<file path="src/rtl/core/tshd_pkg.sv">
// ----------------------------------------------------------------------------
// Stability hold with dead zone: shared package
// Register codes, field widths, reset values and the command and status
// bundles that pass between the controller and the datapath.
// ----------------------------------------------------------------------------
`default_nettype none

package tshd_pkg;

    localparam int WINDOW_DEF      = 15;
    localparam int SAMPLE_BITS_DEF = 24;

    localparam int AXES       = 3;
    localparam int OFFSET_W   = 24;
    localparam int GAIN_W     = 16;
    localparam int GAIN_FRAC  = 14;
    localparam int THR_W      = 23;
    localparam int CFG_IDX_W  = 3;
    localparam int CFG_DATA_W = 24;

    localparam logic [CFG_IDX_W-1:0] REG_OFFSET_X  = 3'd0;
    localparam logic [CFG_IDX_W-1:0] REG_OFFSET_Y  = 3'd1;
    localparam logic [CFG_IDX_W-1:0] REG_OFFSET_Z  = 3'd2;
    localparam logic [CFG_IDX_W-1:0] REG_GAIN_X    = 3'd3;
    localparam logic [CFG_IDX_W-1:0] REG_GAIN_Y    = 3'd4;
    localparam logic [CFG_IDX_W-1:0] REG_GAIN_Z    = 3'd5;
    localparam logic [CFG_IDX_W-1:0] REG_THRESHOLD = 3'd6;
    localparam logic [CFG_IDX_W-1:0] REG_DEAD_BAND = 3'd7;

    localparam logic [GAIN_W-1:0] GAIN_RESET = 16'd16384;
    localparam logic [THR_W-1:0]  THR_RESET  = 23'd128;
    localparam logic [THR_W-1:0]  DB_RESET   = 23'd102;

    typedef struct packed {
        logic capture;
        logic wr;
        logic scan_rd;
        logic scan_first;
        logic load;
    } t_cmd;

    typedef struct packed {
        logic filled;
        logic wrap;
        logic out_busy;
    } t_stat;

endpackage

`default_nettype wire

</file>
<file path="src/rtl/core/tshd_ctrl.sv">
// ----------------------------------------------------------------------------
// Stability hold with dead zone: controller
// Steps one item through calibration, the ring write, the window scan once the ring is
// full and the final decision, which it loads only once the output register is free.
// ----------------------------------------------------------------------------
`default_nettype none

module tshd_ctrl #(
    parameter int WINDOW = tshd_pkg::WINDOW_DEF
) (
    input  wire logic                       i_clk,
    input  wire logic                       i_rst_n,
    input  wire logic                       i_in_valid,
    output logic                            o_in_ready,
    input  wire tshd_pkg::t_stat            i_stat,
    output tshd_pkg::t_cmd                  o_cmd,
    output logic [$clog2(WINDOW)-1:0]       o_rd_addr
);

    localparam int AW = $clog2(WINDOW);
    localparam logic [AW-1:0] CNT_LAST = AW'(WINDOW - 1);

    localparam logic [2:0] S_IDLE  = 3'd0;
    localparam logic [2:0] S_DIFF  = 3'd1;
    localparam logic [2:0] S_MUL   = 3'd2;
    localparam logic [2:0] S_SAT   = 3'd3;
    localparam logic [2:0] S_WRITE = 3'd4;
    localparam logic [2:0] S_SCAN  = 3'd5;
    localparam logic [2:0] S_DRAIN = 3'd6;
    localparam logic [2:0] S_DONE  = 3'd7;

    logic [2:0]    r_state, n_state;
    logic [AW-1:0] r_cnt, n_cnt;

    assign o_in_ready = (r_state == S_IDLE);
    assign o_rd_addr  = r_cnt;

    always_comb begin
        o_cmd.capture    = i_in_valid && (r_state == S_IDLE);
        o_cmd.wr         = (r_state == S_WRITE);
        o_cmd.scan_rd    = (r_state == S_SCAN);
        o_cmd.scan_first = (r_state == S_SCAN) && (r_cnt == '0);
        o_cmd.load       = (r_state == S_DONE) && !i_stat.out_busy;
    end

    always_comb begin
        n_state = r_state;
        n_cnt   = r_cnt;
        unique case (r_state)
            S_IDLE: begin
                if (i_in_valid) n_state = S_DIFF;
            end
            S_DIFF:  n_state = S_MUL;
            S_MUL:   n_state = S_SAT;
            S_SAT:   n_state = S_WRITE;
            S_WRITE: begin
                n_state = (i_stat.filled || i_stat.wrap) ? S_SCAN : S_DONE;
            end
            S_SCAN: begin
                if (r_cnt == CNT_LAST) begin
                    n_cnt   = '0;
                    n_state = S_DRAIN;
                end else begin
                    n_cnt = r_cnt + AW'(1);
                end
            end
            S_DRAIN: n_state = S_DONE;
            S_DONE: begin
                if (!i_stat.out_busy) n_state = S_IDLE;
            end
            default: n_state = S_IDLE;
        endcase
    end

    always_ff @(posedge i_clk) begin
        if (!i_rst_n) begin
            r_state <= S_IDLE;
            r_cnt   <= '0;
        end else begin
            r_state <= n_state;
            r_cnt   <= n_cnt;
        end
    end

endmodule

`default_nettype wire

</file>
<file path="config.mk">
export PLATFORM = sky130hd
export DESIGN_NAME = tshd_ctrl
export DESIGN_NICKNAME = d
export VERILOG_FILES = /design/src/rtl/core/tshd_pkg.sv /design/src/rtl/core/tshd_ctrl.sv
export SDC_FILE = /design/constraint.sdc
export NUM_CORES = 1
export LEC_CHECK = 0
export ABC_AREA = 1
export BUFFER_PORTS_ARGS = -buffer_cell sky130_fd_sc_hd__clkbuf_2
export CORE_AREA = 2 2 39 41
export CTS_CLUSTER_SIZE = 30
export DETAILED_ROUTE_END_ITERATION = 6
export DIE_AREA = 0 0 41 43
export SLEW_MARGIN = 10
export SYNTH_ARGS = -nofsm -noshare
export SYNTH_HDL_FRONTEND = slang
export SYNTH_SLANG_ARGS = --single-unit
</file>
<file path="constraint.sdc">
create_clock -name i_clk -period 1.2 [get_ports i_clk]
set_clock_uncertainty 0.1 [all_clocks]
set_input_delay 0 -clock i_clk [delete_from_list [all_inputs] [get_ports i_clk]]
set_output_delay 0 -clock i_clk [all_outputs]
set_load 0.02 [all_outputs]
</file>
==> run summary, run 1 <==
WL/cell -> 11.2 um
ant diodes -> 0
Worst R2R Start -> r_state[1]
Worst Reg-to-Reg Cells -> 6
setup violators final -> 2
cell with the most instances after synthesis -> inv_1
average size of a mapped cell -> 6.46 um^2
gr ovfl total -> 0
# IOs -> 16
post-synthesis register bit count -> 7
DRT iter0 DRCs -> 7
maximum clock rate -> 0.807 GHz
number of distinct library cells after synthesis -> 19
Die Span X -> 41 um
drt total wl -> 1.29 mm
crit path time final -> 1.24 ns
hold crit path type -> primary input to flop
sequential area share after synthesis -> 31.5%
Final #Nets -> 106
Mapped Area -> 445 um^2
RSZ-0062 raised after global routing -> true
vias per cell -> 4.90
CP Capture Type -> output port
leak pwr -> 0.390 nW
Syn. warnings -> 0
vias after detailed routing -> 564
Max IR drop VDD -> 0.000703 V
Required @ worst endpoint -> 1.10 ns
syn nets -> 75
status -> complete, but fails checks
Worst Setup Start Kind -> flop
maxcap violations -> 0
first-pass GRT wire length -> 1.99 mm
fraction of registers with async set/reset -> 0%
flop-to-flop setup slack -> -0.01 ns
Clk Latency, worst-skew pair -> 0.26 ns
# DRC -> 0
Hold Vio Cnt, Final -> 0
RR Endpoint -> r_state[1]
Final Cycle Share -> 103%
Die Height -> 43 um
drt pass-1 iters -> 4
synth top area cells -> dfxtp_1, inv_1, nand2_1
Routed Antenna Nets -> 0
HPWL Detailed -> 797 um
GRT Total Usage -> 16.9%
vias in the first global route -> 508
Max FO, Critical Path -> 4
maximum buffer depth of the clock tree -> 2
Max-slew headroom -> 85.7%
Min-Delay Path Depth -> 5
Initial Util -> 32.2%
Setup CP Type -> flop to output port
gpl congestion -> 0.815
setup TNS -> -0.0445 ns
Mapped Cells -> 69
clk sink count -> 7
htree depth -> 1
# rows -> 14
IO buf count -> 15
largest net degree at the start of global routing -> 9
CTS Root Cell -> clkbuf_4
number of synthesized flops with an enable pin -> 0
failing checks -> negative setup slack
Hold Startpoint -> i_in_valid
initial antenna violation count -> 0
area leader, netlist -> dfxtp_1
Worst Tran Pin Value -> 0.214 ns
CTS Buf Count -> 3
WP data arrival -> 1.14 ns
max-slew violations -> 0
Core Footprint -> 1380 um^2
Top FF cell, synth -> dfxtp_1
die area -> 1760 um^2
synthesis-to-finish area growth -> 63.2%
CTS tree -> yes
Reg clk slew, reported paths -> 0.05 ns
hold slack -> 0.0256 ns
Synth top area share -> 31.5%
Pwr per Cell Area -> 917 nW/um^2
Power Total -> 0.000667 W
Commonest cells post-synth -> inv_1, nand2_1, dfxtp_1, nor2_1, a21oi_1
layout cells sized above 1 -> 49.5%
min setup slack post-route -> -0.0384 ns
Hold Path End -> r_state[2]
[critical path, cell delays in order, from the launching register on]
cell,delay (ns)
dfxtp_2,0.33
buf_6,0.12
nor4_2,0.25
buf_4,0.18
[metal layers]
layer / up-vias / wire length (um) / GRT usage (%)
met5: - / 0 / 0
met4: 0 / 38 / 12.0
met3: 5 / 94 / 3.14
met2: 26 / 665 / 27.2
met1: 251 / 489 / 18.4
li1: 282 / - / -
[worst max-delay path by stage]
stage                  from          to  slack (ns)  cells past startpoint
4_1_cts        o_rd_addr[1]    o_cmd[1]       -0.05                      4
5_1_grt        o_rd_addr[2]    o_cmd[1]       -0.06                      3
6_report       o_rd_addr[2]    o_cmd[1]       -0.04                      3
2_1_floorplan  o_rd_addr[2]  r_state[2]        0.03                      5
3_5_place_dp     r_state[0]  r_state[1]       0.003                      6
3_3_place_gp     r_state[0]  r_state[1]       0.003                      6
[power breakdown]
group / leakage [nW] / switching, W / internal (W)
Clock: 0.0150 / 0.0000964 / 0.000128
Sequential: 0.0599 / 0.0000280 / 0.000245
Combinational: 0.316 / 0.0000916 / 0.0000787
Total: 0.390 / 0.000216 / 0.000451
[what timing repair did]
item	in CTS	in global routing
pin swaps	3	3
setup buffers	6	2
setup endpoints to repair	7	8
endpoints found under the hold margin	4	0
resized for setup	18	17
hold buffers	1	0
[final cells by class]
class / instances / area (um^2)
tap: 16 / 20.0
sequential: 7 / 154
fill: 140 / 657
inverter: 16 / 62.6
multi-input combinational: 45 / 269
clock buffer: 4 / 26.3
timing repair buffer: 27 / 195
[layout by cell type (no fill, tap or decap), types with 2 or more instances in the layout]
master     n
a21oi_1    5
buf_4     12
buf_6      4
clkbuf_2   9
clkbuf_4   3
dfxtp_1    2
dfxtp_2    2
dfxtp_4    3
inv_1     11
inv_2      4
nand2_1   11
nand2_2    2
nand3_1    2
nand4_1    3
nor2_1     6
nor2_2     2
nor3_1     2
o21ai_0    2
[cells by family (layout without fill, tap and decap cells)]
| group | Yosys count | in the layout | share of synthesized area, % |
|---|---|---|---|
| simple gates | 35 | 35 | 40.2 |
| buf+inv | 17 | 47 | 16.0 |
| compound gates | 10 | 10 | 12.4 |
| flops | 7 | 7 | 31.5 |
[per-stage QoR]
step	area (um^2)	cells	worst slack (ns)	utilization (%)
4_1_cts	679	113	-0.0475	49.1
2_1_floorplan	452	69	0.0262	-
3_3_place_gp	558	102	0.00266	40.3
6_report	727	115	-0.0384	52.5
3_5_place_dp	558	102	0.00266	40.3
5_1_grt	727	115	-0.0619	52.5
[state kept, by name (all words and copies together), names as in the netlist]
signal / cells
r_state: 3
o_rd_addr: 4
Note: power is estimated with default switching activity, not from simulation.
==> run 2, diff against run 1 <==
--- a/config.mk
+++ b/config.mk
@@ -7,10 +7,14 @@
 export LEC_CHECK = 0
 export ABC_AREA = 1
 export BUFFER_PORTS_ARGS = -buffer_cell sky130_fd_sc_hd__clkbuf_2
-export CORE_AREA = 2 2 39 41
+export CELL_PAD_IN_SITES_DETAIL_PLACEMENT = 1
+export CELL_PAD_IN_SITES_GLOBAL_PLACEMENT = 1
+export CORE_MARGIN = 1.5
+export CORE_UTILIZATION = 30
 export CTS_CLUSTER_SIZE = 30
 export DETAILED_ROUTE_END_ITERATION = 6
-export DIE_AREA = 0 0 41 43
+export HOLD_SLACK_MARGIN = 0.15
+export PLACE_DENSITY_LB_ADDON = 0.1
 export SLEW_MARGIN = 10
 export SYNTH_ARGS = -nofsm -noshare
 export SYNTH_HDL_FRONTEND = slang
==> constraint.sdc (replaced) <==
create_clock -name i_clk -period 1.3 [get_ports i_clk]
set_clock_uncertainty 0.1 [all_clocks]
set_input_delay 0 -clock i_clk [delete_from_list [all_inputs] [get_ports i_clk]]
set_output_delay 0 -clock i_clk [all_outputs]
set_load 0.02 [all_outputs]
==> run summary, run 2 (synthesis results as in run 1) <==
Worst Reg-to-Reg Cells -> 5
Setup CP Type -> flop to output port
ant diodes -> 0
vias in the first global route -> 477
flop-to-flop setup slack -> 0.13 ns
status -> complete, no violations
initial antenna violation count -> 0
met1 usage -> 17.3%
Required @ worst endpoint -> 1.20 ns
Clk Latency, worst-skew pair -> 0.25 ns
layout cells sized above 1 -> 38.0%
HPWL Detailed -> 945 um
Max IR drop VDD -> 0.000509 V
Initial Util -> 33.0%
gpl congestion -> 0.741
die area -> 1720 um^2
WP data arrival -> 1.13 ns
critical path startpoint -> o_rd_addr[0]
drt pass-1 iters -> 4
Worst Tran Pin Value -> 0.234 ns
htree depth -> 1
largest net degree at the start of global routing -> 9
maxcap violations -> 0
highest-count cells in the layout ignoring fill and taps -> nand2_1, clkbuf_2, inv_1
vias after detailed routing -> 516
Max-slew headroom -> 84.4%
Pwr per Cell Area -> 925 nW/um^2
CTS Root Cell -> clkbuf_4
Hold Vio Cnt, Final -> 0
Final #Nets -> 99
Core Footprint -> 1350 um^2
clk sink count -> 7
met3 usage -> 5.22%
cell family with most CP delay -> flip-flops
Min-Delay Path Depth -> 2
CTS tree -> yes
Worst Setup Start Kind -> flop
setup TNS -> 0 ns
first-pass GRT wire length -> 2.06 mm
synthesis-to-finish area growth -> 41.3%
max reg flops -> 4
Final Cycle Share -> 94.9%
gr ovfl total -> 0
max-slew violations -> 0
DRT iter0 DRCs -> 11
Routed Antenna Nets -> 0
CTS Buf Count -> 3
CP Capture Type -> output port
RR Endpoint -> r_state[2]
crit-path max cell delay -> 0.34 ns
CP endpoint -> o_cmd[1]
M2 GR Usage -> 27.8%
# DRC -> 0
grt peak-use layer -> met2
hold slack -> 0.413 ns
# IOs -> 16
drt total wl -> 1.23 mm
IO buf count -> 15
leak pwr -> 0.327 nW
setup violators final -> 0
# rows -> 13
vias per cell -> 4.82
maximum clock rate -> 0.810 GHz
CP max-delay cell -> dfxtp_2
WL/cell -> 11.5 um
Worst Path Buf+Inv -> 2
Worst R2R Start -> o_rd_addr[2]
Setup Buffers After CTS -> 0
Max FO, Critical Path -> 4
GRT Total Usage -> 14.9%
Cell Chain, Critical Path -> inv_2 > nand2_1 > nor4_2 > buf_4
hold crit path type -> flop to flop
Die Height -> 41.5 um
Die Span X -> 41.5 um
WP depth -> 4
crit path time final -> 1.23 ns
maximum buffer depth of the clock tree -> 2
Reg clk slew, reported paths -> 0.06 ns
run 2: changes by cell type in the layout (fill, tap and decap cells not counted), moves of 2 or more:
cell / previous run / this run
buf_4: 12 / 1
buf_6: 4 / 0
clkbuf_2: 9 / 13
dlygate4sd3_1: 1 / 5
dfxtp_2: 2 / 4
dfxtp_4: 3 / 1
nand2_1: 11 / 13
run 2: layer usage:
metal,routed length (um),up-vias
met2,622,12
met1,557,235
met5,0,-
met4,0,0
met3,48,0
li1,-,269
run 2: worst min-delay path by stage:
stage	from	endpoint	slack, ns
floorplan	i_stat[0]	o_cmd[0]	-0.01
global placement	i_rst_n	o_rd_addr[0]	0.16
detailed placement	i_rst_n	o_rd_addr[0]	0.17
CTS	o_rd_addr[0]	o_rd_addr[0]	0.45
global route	o_rd_addr[1]	o_rd_addr[1]	0.45
finish	o_rd_addr[1]	o_rd_addr[1]	0.41
run 2: cell type report:
class | instances | area [um^2]
fillers | 186 | 721
multi-input cells | 45 | 248
flip-flops and latches | 7 | 149
repair buffers | 20 | 128
inverters | 16 | 60.1
clock buffers | 4 | 26.3
well taps | 15 | 18.8
run 2: timing repair:
action	CTS	global route
resized for setup	6	7
endpoints found under the hold margin	7	0
hold buffers	5	0
setup endpoints to repair	5	3
gates cloned	0	0
run 2: tightest hold or removal path: stages (launching register included):
cell and delay, ns:
dfxtp_2 0.35, inv_1 0.07, a21oi_1 0.06
run 2: metrics by stage:
step / power, W / area, um^2 / setup slack [ns] / utilization (%) / instances
6_report: 0.000582 / 629 / 0.0657 / 46.6 / 107
4_1_cts: 0.000587 / 619 / 0.00319 / 45.9 / 107
3_5_place_dp: 0.000365 / 534 / 0.0717 / 39.6 / 98
5_1_grt: 0.000620 / 629 / -0.00354 / 46.6 / 107
2_1_floorplan: 0.000335 / 452 / 0.126 / - / 69
3_3_place_gp: 0.000362 / 534 / 0.0747 / 39.6 / 98
run 2: where the power goes:
| group | switching, W | internal (W) | leakage (nW) | total, W |
|---|---|---|---|---|
| logic | 0.0000758 | 0.0000516 | 0.252 | 0.000127 |
| registers | 0.0000238 | 0.000228 | 0.0593 | 0.000252 |
| clock network | 0.0000859 | 0.000118 | 0.0150 | 0.000203 |
| total | 0.000185 | 0.000397 | 0.327 | 0.000582 |
